`config.mk`:
```
export PLATFORM = sky130hd
export DESIGN_NAME = psr_ctrl
export DESIGN_NICKNAME = d
export VERILOG_FILES = /design/src/rtl/core/psr_pkg.sv /design/src/rtl/core/psr_ctrl.sv
export SDC_FILE = /design/constraint.sdc
export NUM_CORES = 1
export LEC_CHECK = 0
export BUFFER_PORTS_ARGS = -buffer_cell sky130_fd_sc_hd__buf_2
export CAP_MARGIN = 20
export CORE_AREA = 2 2 39 41
export DETAILED_ROUTE_END_ITERATION = 7
export DIE_AREA = 0 0 41 43
export HOLD_SLACK_MARGIN = 0.1
export PLACE_DENSITY_LB_ADDON = 0.15
export SYNTH_ARGS = -nofsm -noshare
export SYNTH_HDL_FRONTEND = slang
export SYNTH_SLANG_ARGS = --single-unit
```
`constraint.sdc`:
```
create_clock -name clk -period 2.8 [get_ports clk]
set_input_delay 0.28 -clock clk [delete_from_list [all_inputs] [get_ports clk]]
set_output_delay 0.28 -clock clk [all_outputs]
set_load 0.03 [all_outputs]
```
`src/rtl/core/psr_pkg.sv`:
```
// ----------------------------------------------------------------------------
// psr_pkg - shared types and constants of the polyphase sinc resampler
// Controller states, command and status groups, register map, opcodes and
// fixed phase-format constants.
// ----------------------------------------------------------------------------
package psr_pkg;

	localparam int TAP_SLOTS = 2048;
	localparam int TAP_BITS  = 11;
	localparam int FRAC_BITS = 10;
	localparam int FRAC_ONE  = 1024;
	localparam int PHASE_ACC_BITS = 18;

	localparam logic [15:0] RATIO_RESET  = 16'd22878;
	localparam logic [10:0] TAPS_RESET   = 11'd1475;
	localparam logic [4:0]  PHASES_RESET = 5'd13;

	localparam logic OP_PUSH = 1'b0;
	localparam logic OP_COEF = 1'b1;

	localparam logic [1:0] REG_RATIO  = 2'd0;
	localparam logic [1:0] REG_TAPS   = 2'd1;
	localparam logic [1:0] REG_PHASES = 2'd2;

	typedef enum logic [3:0] {
		ST_IDLE,
		ST_INIT,
		ST_WALK1,
		ST_SECOND,
		ST_WALK2,
		ST_DIFF,
		ST_MUL,
		ST_SUM,
		ST_SAT,
		ST_FINISH
	} psr_state_t;

	typedef struct packed {
		logic push;
		logic coef_wr;
		logic walk_first;
		logic walk_second;
		logic walk_step;
		logic diff;
		logic mul;
		logic sum;
		logic sat;
	} psr_cmd_t;

	typedef struct packed {
		logic emit_due;
		logic walk_left;
		logic pipe_busy;
	} psr_stat_t;

endpackage

```
`src/rtl/core/psr_ctrl.sv`:
```
// ----------------------------------------------------------------------------
// psr_ctrl - resampler sequencer
// Accepts words, runs the two tap walks and the interpolation steps, and
// hands the finished sample to the output register.
// ----------------------------------------------------------------------------
module psr_ctrl import psr_pkg::*; (
	input  logic      clk,
	input  logic      arst_n,
	input  logic      in_valid,
	input  logic      operation,
	output logic      in_ready,
	input  logic      out_free,
	input  psr_stat_t stat,
	output psr_cmd_t  cmd,
	output logic      emit
);

	psr_state_t state_q, state_d;

	always_ff @(posedge clk or negedge arst_n) begin
		if (!arst_n) begin
			state_q <= ST_IDLE;
		end else begin
			state_q <= state_d;
		end
	end

	always_comb begin
		state_d  = state_q;
		cmd      = '0;
		in_ready = 1'b0;
		emit     = 1'b0;
		unique case (state_q)
			ST_IDLE: begin
				in_ready = 1'b1;
				if (in_valid) begin
					if (operation == OP_COEF) begin
						cmd.coef_wr = 1'b1;
					end else begin
						cmd.push = 1'b1;
						if (stat.emit_due) state_d = ST_INIT;
					end
				end
			end
			ST_INIT: begin
				cmd.walk_first = 1'b1;
				state_d = ST_WALK1;
			end
			ST_WALK1: begin
				if (stat.walk_left) cmd.walk_step = 1'b1;
				else if (!stat.pipe_busy) state_d = ST_SECOND;
			end
			ST_SECOND: begin
				cmd.walk_second = 1'b1;
				state_d = ST_WALK2;
			end
			ST_WALK2: begin
				if (stat.walk_left) cmd.walk_step = 1'b1;
				else if (!stat.pipe_busy) state_d = ST_DIFF;
			end
			ST_DIFF: begin
				cmd.diff = 1'b1;
				state_d = ST_MUL;
			end
			ST_MUL: begin
				cmd.mul = 1'b1;
				state_d = ST_SUM;
			end
			ST_SUM: begin
				cmd.sum = 1'b1;
				state_d = ST_SAT;
			end
			ST_SAT: begin
				cmd.sat = 1'b1;
				state_d = ST_FINISH;
			end
			ST_FINISH: begin
				if (out_free) begin
					emit = 1'b1;
					state_d = ST_IDLE;
				end
			end
			default: state_d = ST_IDLE;
		endcase
	end

endmodule

```
==> flow_summary.yaml, run 1 <==
detailed_routing:
  route.detailed.wl_per_inst_um: 9.74
  wirelength_um: 701
  drt_iter0_drc: 3
  ant_nets: 0
  routed_via_density: 4.35
  num_vias: 313
  firstDrtPassIters: 3
  drc: 0
final_layout:
  top_register: "state_q"
  drive_gt1_share_pct: 37.5
  final_util_pct: 30.1
  antenna_cells: 0
  layout.nets: 66
  largest_register_ffs: 4
  area_growth_pct: 44.2
  final_area_sq_um: 417
  reg_top3: "state_q (4)"
die:
  start_util_pct: 20.9
  io_pins: 19
  die_w_um: 41
  core-area_sq_um: 1380
  row_count: 14
  die_area_sq_um: 1760
  die_height_um: 43
timing:
  finalCriticalPeriod_ns: 1.87
  fin_ws_ns: 0.927
  worst_pin_slew_ns: 0.487
  hold_viol: 0
  min_period_over_period_pct: 66.9
  skew_ns: 0.00126
  report.final.slew_viol_count: 0
  fmax_ghz: 0.534
  finalSetupViolCount: 0
  fin_tns_setup_ns: 0
  max_slew_margin_pct: 67.2
  rsz0062_at_grt: "false"
cts:
  numCtsBuffers: 3
  cts_tree: "built"
  clk_path_buf_depth: 2
  ctsHtreeMaxLevel: 1
  root_buffer: "clkbuf_4"
  clkSinkCount: 4
  insertion_delay_ns: 0.23
  clkTransAtPathRegs_ns: 0.04
worst_setup_path:
  crit_path_max_fanout: 12
  cp-start-kind: "flop"
  r2r-start: "state_q[2]"
  r2r_slack_ns: 1.28
  crit_path_end: "cmd[7]"
  end_kind: "primary output"
  crit_required_ns: 2.52
  worstSetupPathType: "reg -> out"
  crit_start: "state_q[3]"
  arrival_ns: 1.59
  slowest_stage: "dfrtp_1"
  timing.rr.end: "state_q[0]"
  crit_chain: "nor4_1 -> and3_1 -> buf_2"
  slowest_delay_ns: 0.48
  reg2reg_depth: 3
grt:
  grt_pass1_wl_um: 1070
  grt_pass1_vias: 265
  overflow: 0
  grt_antenna_before_repair: 0
  grt.total_usage_pct: 9.09
  grt_start_max_net_pins: 13
power:
  irDropWorstVdd_v: 0.000332
  p_total_w: 0.000501
  p_clk_share_pct: 13.7
  leakage_nw: 0.225
  p_sw_w: 0.000263
  p_int_w: 0.000238
  switching_share_pct: 52.5
  power.density_nw_per_um2: 1200
  comb_power_share_pct: 56.9
  pwr-share-seq_pct: 29.4
placement:
  gp_congestion: 0.610
  post_dp_cell_area_sq_um: 384
  port_buffers: 18
  dp_hpwl_um: 546
  post-place-ws_ns: 1.16
yosys:
  synthTopCellsByCount: "nor2_1 (6), dfrtp_1 (4), nand2_1 (4), nor4b_1 (4)"
  ys_seq_area_share_pct: 34.6
  synth_fp_nets: 44
  synthArstFlopShare_pct: 100
  ys_types: 18
  post-synth-top-count-cell: "nor2_1"
  syn-cell-area_sq_um: 289
  synth-main-ff-cell: "dfrtp_1"
  ys_ff_latch: 4
  yosysTopAreaCell: "dfrtp_1"
  synth_top_area_share_pct: 34.6
  syn_inst: 36
  synth_edf_count: 0
  synth.area.top_cells: "dfrtp_1 (35%), nor4b_1 (12%), nor2_1 (7.8%), buf_4 (5.2%), nand2_1 (5.2%)"
  syn_area_per_cell_sq_um: 8.03
  ys_warn_count: 0
flow_run:
  drv_cap: 0
run_status:
  status: "finished clean"
worst_hold_path:
  hp-class: "in -> async"
[cell families (layout without fill, tap and decap cells)]
group / after synthesis / count (layout) / synth area share [%]
buf+inv: 4 / 24 / 7.79
xor+xnor: 2 / 2 / 6.06
compound gates: 3 / 3 / 6.92
flops: 4 / 4 / 34.6
simple gates: 23 / 23 / 44.6
[metrics by stage]
step / hold slack, ns / cells
2_1_floorplan: -0.0156 / 36
3_3_place_gp: 0.0875 / 68
3_5_place_dp: 0.0866 / 68
4_1_cts: 0.383 / 72
5_1_grt: 0.397 / 72
6_report: 0.385 / 72
[what timing repair did]
action                                 CTS  global route
hold buffers                             1             0
gates resized for setup                  0             0
endpoints found under the hold margin    4             0
setup buffers                            0             0
[per-layer routing]
layer  vias up  global-route usage, %  share of wire (%)
met2        12                   10.6                 41
met4         0                   6.00                  0
li1        170                      -                  -
met1       131                   13.4                 49
met5         -                      0                  0
met3         0                   3.14                9.8
[cell usage in the layout (no fill, tap or decap)]
master,n
nor2_1,6
nand2_1,4
xor2_1,1
or3_1,1
buf_2,18
a21oi_1,1
o21ai_0,1
nor4_1,1
or4_1,1
a41o_1,1
nand3b_1,1
nand2b_1,2
inv_1,2
nor4b_1,4
and3_1,1
xnor2_1,1
nor3_1,2
dfrtp_1,4
clkbuf_4,3
dlygate4sd3_1,1
[power groups by stage]
stage / sequential (W) / clock, W / combinational (W)
global route: 0.000154 / 0.0000780 / 0.000311
floorplan: 0.000110 / 0 / 0.000261
finish: 0.000147 / 0.0000688 / 0.000285
global placement: 0.000149 / 0 / 0.000289
detailed placement: 0.000147 / 0 / 0.000287
CTS: 0.000146 / 0.0000742 / 0.000289
[worst min-delay path by stage]
stage               slack (ns)    endpoint   start  cells after the start
floorplan                -0.02  state_q[0]  arst_n                      0
global placement          0.09  state_q[2]  arst_n                      1
detailed placement        0.09  state_q[2]  arst_n                      1
CTS                       0.38  state_q[2]  arst_n                      2
global route              0.40  state_q[3]  arst_n                      2
finish                    0.39  state_q[2]  arst_n                      2
[worst max-delay path, delay by kind of cell, from the launching register on]
family                 cells  cell delay (ns)
buffers and inverters      1             0.19
flip-flops                 1             0.48
AND/OR/NAND/NOR            2             0.70
[layout make-up]
cell class,count,area [sq um]
multi-input combinational,28,166
clock buffer,3,22.5
timing repair buffer,19,100
sequential,4,100
fill,161,967
inverter,2,7.51
tap,16,20.0
(Power assumes the default switching activity.)
==> run 2: changes to the inputs <==
Clock period 2.8 ns to 1.5 ns, I/O delays scaled along.
==> run 2 against run 1 <==
  * The run now ends with negative setup slack left
  * Largest power group unchanged
  * Highest routed layer is now met4
  * Worst hold slack worse by 0.12 ns
  * Clock power is 92% higher
  * Count of clock-buffer cells in the layout stayed put
  * Sequential share of layout area is 8.2 points lower
  * Final cell count is 18% higher
  * First-iteration DRC count is 67% higher
  * Cell area is 54% higher
  * Power grew to 2.9 times the previous value
  * Setup slack worse by 1.0 ns
  * Sequential power is 68% higher
  * Register-to-register slack worse by 1.3 ns
  * Sequential cell count stayed put
==> flow_summary.yaml, run 2 (synthesis results as in run 1) <==
worst_setup_path:
  r2r-start: "state_q[1]"
  end_kind: "primary output"
  crit_path_max_fanout: 6
  reg2reg_depth: 4
  cp-start-kind: "flop"
  r2r_slack_ns: -0.03
  worstSetupPathType: "reg -> out"
  timing.rr.end: "state_q[0]"
  arrival_ns: 1.44
  crit_required_ns: 1.35
power:
  power.density_nw_per_um2: 2300
  p_total_w: 0.00148
  irDropWorstVdd_v: 0.000753
  leakage_nw: 0.313
die:
  die_area_sq_um: 1760
  start_util_pct: 20.9
  die_w_um: 41
  io_pins: 19
  row_count: 14
  die_height_um: 43
  core-area_sq_um: 1380
timing:
  skew_ns: 0.000933
  finalCriticalPeriod_ns: 1.59
  rsz0062_at_grt: "true"
  fin_ws_ns: -0.0917
  report.final.slew_viol_count: 0
  finalSetupViolCount: 8
  worst_pin_slew_ns: 0.365
  max_slew_margin_pct: 75.7
  fmax_ghz: 0.628
  hold_viol: 0
  min_period_over_period_pct: 106
grt:
  grt_antenna_before_repair: 0
  grt_pass1_wl_um: 1520
  overflow: 0
  grt_pass1_vias: 371
  grt_start_max_net_pins: 10
  grt.total_usage_pct: 13.6
detailed_routing:
  wirelength_um: 1020
  drc: 0
  num_vias: 392
  routed_via_density: 4.61
  ant_nets: 0
  route.detailed.wl_per_inst_um: 12.0
  firstDrtPassIters: 2
  drt_iter0_drc: 5
cts:
  ctsHtreeMaxLevel: 1
  root_buffer: "clkbuf_4"
  clkSinkCount: 4
  clkTransAtPathRegs_ns: 0.04
  cts_tree: "built"
  clk_path_buf_depth: 2
  insertion_delay_ns: 0.23
  numCtsBuffers: 3
final_layout:
  reg_top3: "state_q (4)"
  drive_gt1_share_pct: 65.2
  largest_register_ffs: 4
  layout.nets: 79
  final_common_cell: "buf_4"
  finalNonFillerCells: 85
  top_register: "state_q"
  area_growth_pct: 122
  final_cell_mix: "buf_4 (17), buf_2 (8), buf_6 (6), nand2_1 (4), nor2_1 (4)"
  antenna_cells: 0
placement:
  dp.cells: 74
  dp_hpwl_um: 664
  gp_congestion: 0.694
  port_buffers: 18
worst_hold_path:
  hp-class: "in -> async"
run_status:
  violations: "negative setup slack"
  status: "complete, but fails checks"
flow_run:
  drv_cap: 0
[run 2: how the worst max path moves through the flow]
stage / start / end / slack (ns) / cells past startpoint
after CTS: state_q[1] / cmd[7] / -0.08 / 4
after detailed placement: state_q[1] / state_q[0] / 0.09 / 3
after global placement: state_q[3] / cmd[7] / 0.10 / 3
final: state_q[2] / cmd[8] / -0.09 / 5
after floorplan: state_q[3] / cmd[8] / -0.24 / 4
after global routing: state_q[2] / cmd[8] / -0.18 / 5
[run 2: report_power, final]
part           internal (W)  switching, W
Sequential         0.000164     0.0000835
Clock             0.0000894     0.0000424
Combinational      0.000536      0.000560
[run 2: repair_timing]
item                                    4_1_cts  5_1_grt
resized for setup                            12       15
buffers inserted                              4        3
endpoints found under the hold margin         4        0
endpoints found under the setup margin        9       12
gates cloned                                  0        0
hold buffers                                  1        0
pin swaps                                     2        6
[run 2: critical path, stage by stage (launching register included)]
cell and delay [ns]:
dfrtp_1 0.38, buf_6 0.14, nor4_4 0.32, nand2_1 0.09
nor2_1 0.11, buf_4 0.16
[run 2: layout make-up]
cell class                      count  area [sq um]
Clock buffer                        3          22.5
Timing Repair Buffer               32           245
Multi-Input combinational cell     28           244
Sequential cell                     4           101
Fill cell                         129           743
Inverter                            2          7.51
Tap cell                           16          20.0
[run 2: through the flow]
| step | util [%] | hold WS, ns | setup WS [ns] | cell area [sq um] | setup TNS (ns) |
|---|---|---|---|---|---|
| 2_1_floorplan | - | -0.146 | -0.237 | 332 | -0.282 |
| 3_3_place_gp | 33.8 | -0.0421 | 0.103 | 468 | 0 |
| 3_5_place_dp | 33.8 | -0.0414 | 0.0943 | 468 | 0 |
| 4_1_cts | 40.7 | 0.243 | -0.0769 | 563 | -0.344 |
| 5_1_grt | 46.3 | 0.276 | -0.182 | 641 | -0.963 |
| 6_report | 46.3 | 0.263 | -0.0917 | 641 | -0.340 |
[run 2: routing by layer]
metal,global-route usage [%],vias to the layer above,wire length (um)
li1,-,196,-
met1,14.3,180,422
met2,20.6,14,536
met3,3.66,2,45
met4,12.0,0,14
met5,0,-,0
==> run 3: changes to the inputs <==
--- a/config.mk
+++ b/config.mk
@@ -14,2 +14,3 @@
 export PLACE_DENSITY_LB_ADDON = 0.15
+export SLEW_MARGIN = 0
 export SYNTH_ARGS = -nofsm -noshare
==> constraint.sdc (replaced) <==
create_clock -name clk -period 1.5 [get_ports clk]
set_input_delay 0.225 -clock clk [delete_from_list [all_inputs] [get_ports clk]]
set_output_delay 0.225 -clock clk [all_outputs]
set_load 0.03 [all_outputs]
==> run 3 against run 2 <==
  * Die area stayed put
  * The flow still finishes with violations (negative setup slack)
  * Largest power group unchanged
  * Combinational power is 12% lower
  * Fmax is 1.9% higher
  * Largest cell class is now multi-input gates
  * Critical path depth is 2 lower
  * Setup slack better by 0.029 ns
  * Clock skew is 0.0061 ns higher
  * Highest routed layer is now met3
  * Sequential power is 12% higher
  * Routed wire length is 15% lower
  * Clock power is 8% higher
==> flow_summary.yaml, run 3 (synthesis results as in run 1) <==
cts:
  insertion_delay_ns: 0.23
  clkTransAtPathRegs_ns: 0.04
  clk_path_buf_depth: 2
  cts_tree: "built"
  root_buffer: "clkbuf_4"
  numCtsBuffers: 3
  ctsHtreeMaxLevel: 1
  clkSinkCount: 4
flow_run:
  drv_cap: 0
grt:
  grt_pass1_vias: 368
  grt_pass1_wl_um: 1390
  grt_antenna_before_repair: 0
  grt_start_max_net_pins: 11
  overflow: 0
  grt.total_usage_pct: 11.5
power:
  irDropWorstVdd_v: 0.00123
  power.density_nw_per_um2: 2200
  p_total_w: 0.00138
  leakage_nw: 0.287
die:
  die_height_um: 43
  start_util_pct: 20.9
  die_area_sq_um: 1760
  core-area_sq_um: 1380
  io_pins: 19
  die_w_um: 41
  row_count: 14
run_status:
  status: "complete, but fails checks"
  violations: "negative setup slack"
placement:
  dp.cells: 74
  port_buffers: 18
  dp_hpwl_um: 620
  gp_congestion: 0.668
  post-place-ws_ns: 0.0561
worst_setup_path:
  crit_chain: "nor4_4 -> and3_4 -> buf_6"
  slowest_delay_ns: 0.41
  crit_path_max_fanout: 4
  slowest_stage: "dfrtp_2"
  cp-start-kind: "flop"
  worstSetupPathType: "reg -> out"
  end_kind: "primary output"
  arrival_ns: 1.34
  crit_required_ns: 1.27
worst_hold_path:
  hp-class: "in -> async"
final_layout:
  final_common_cell: "buf_4"
  fillers: 143
  finalNonFillerCells: 80
  layout.nets: 73
  area_growth_pct: 118
  largest_register_ffs: 4
  antenna_cells: 0
  reg_top3: "state_q (4)"
  drive_gt1_share_pct: 71.9
  top_register: "state_q"
  final_cell_mix: "buf_4 (11), buf_2 (8), buf_6 (6), dfrtp_2 (4)"
detailed_routing:
  route.detailed.wl_per_inst_um: 10.9
  drc: 0
  drt_iter0_drc: 5
  ant_nets: 0
  firstDrtPassIters: 4
  wirelength_um: 868
  num_vias: 368
  routed_via_density: 4.60
timing:
  fin_tns_setup_ns: -0.220
  skew_ns: 0.00703
  finalCriticalPeriod_ns: 1.56
  worst_pin_slew_ns: 0.276
  whs_ns: 0.310
  max_slew_margin_pct: 81.4
  report.final.slew_viol_count: 0
  finalSetupViolCount: 6
  rsz0062_at_grt: "true"
  fmax_ghz: 0.640
  min_period_over_period_pct: 104
  fin_ws_ns: -0.0623
  hold_viol: 0
-- run 3: timing repair --
action                                  in CTS  in global routing
gates cloned                                 0                  0
buffers inserted                             2                  0
endpoints found under the hold margin        4                  0
pin swaps                                    5                  1
gates resized for setup                     17                 14
endpoints found under the setup margin      11                 12
hold buffers                                 1                  0
-- run 3: layout make-up --
| class | count | area [sq um] | share of cell area (%) |
|---|---|---|---|
| sequential | 4 | 105 | 16.7 |
| timing repair buffer | 26 | 200 | 31.8 |
| tap | 16 | 20.0 | 3.18 |
| multi-input combinational | 28 | 270 | 42.9 |
| clock buffer | 4 | 26.3 | 4.17 |
| inverter | 2 | 7.51 | 1.19 |
-- run 3: per-layer routing --
metal | wire [um] | part of all wire, % | track usage (%) | vias to the layer above
met2 | 454 | 52 | 18.1 | 9
met1 | 377 | 43 | 13.4 | 175
li1 | - | - | - | 184
met3 | 36 | 4.1 | 2.62 | 0
met4 | 0 | 0 | 6.67 | 0
met5 | 0 | 0 | 0 | -
-- run 3: report_power, final --
part           switching [W]  internal (W)
clock              0.0000436     0.0000998
combinational       0.000523      0.000440
sequential          0.000105      0.000172
total               0.000672      0.000712
-- run 3: worst paths after layout --
path                       startpoint         end  slack, ns  depth (start not counted)
max                        state_q[3]      cmd[7]      -0.06                          3
min                            arst_n  state_q[2]       0.31                          2
max reg2reg                state_q[1]  state_q[0]       0.01                          3
min reg2reg                state_q[3]  state_q[1]       0.65                          2
max in group asynchronous      arst_n  state_q[3]       1.06                          2
min in group clk              stat[2]  state_q[0]       0.41                          4
-- run 3: critical path, delay by kind of cell, from the launching register on --
kind                   cells  cell delay, ns
flip-flops                 1            0.41
buffers and inverters      1            0.12
AND/OR/NAND/NOR            2            0.58
-- run 3: through the flow --
step | instance area [sq um] | util, %
after global placement | 483 | 34.9
after CTS | 586 | 42.3
after global routing | 629 | 45.5
final | 629 | 45.5
after detailed placement | 483 | 34.9
after floorplan | 347 | -
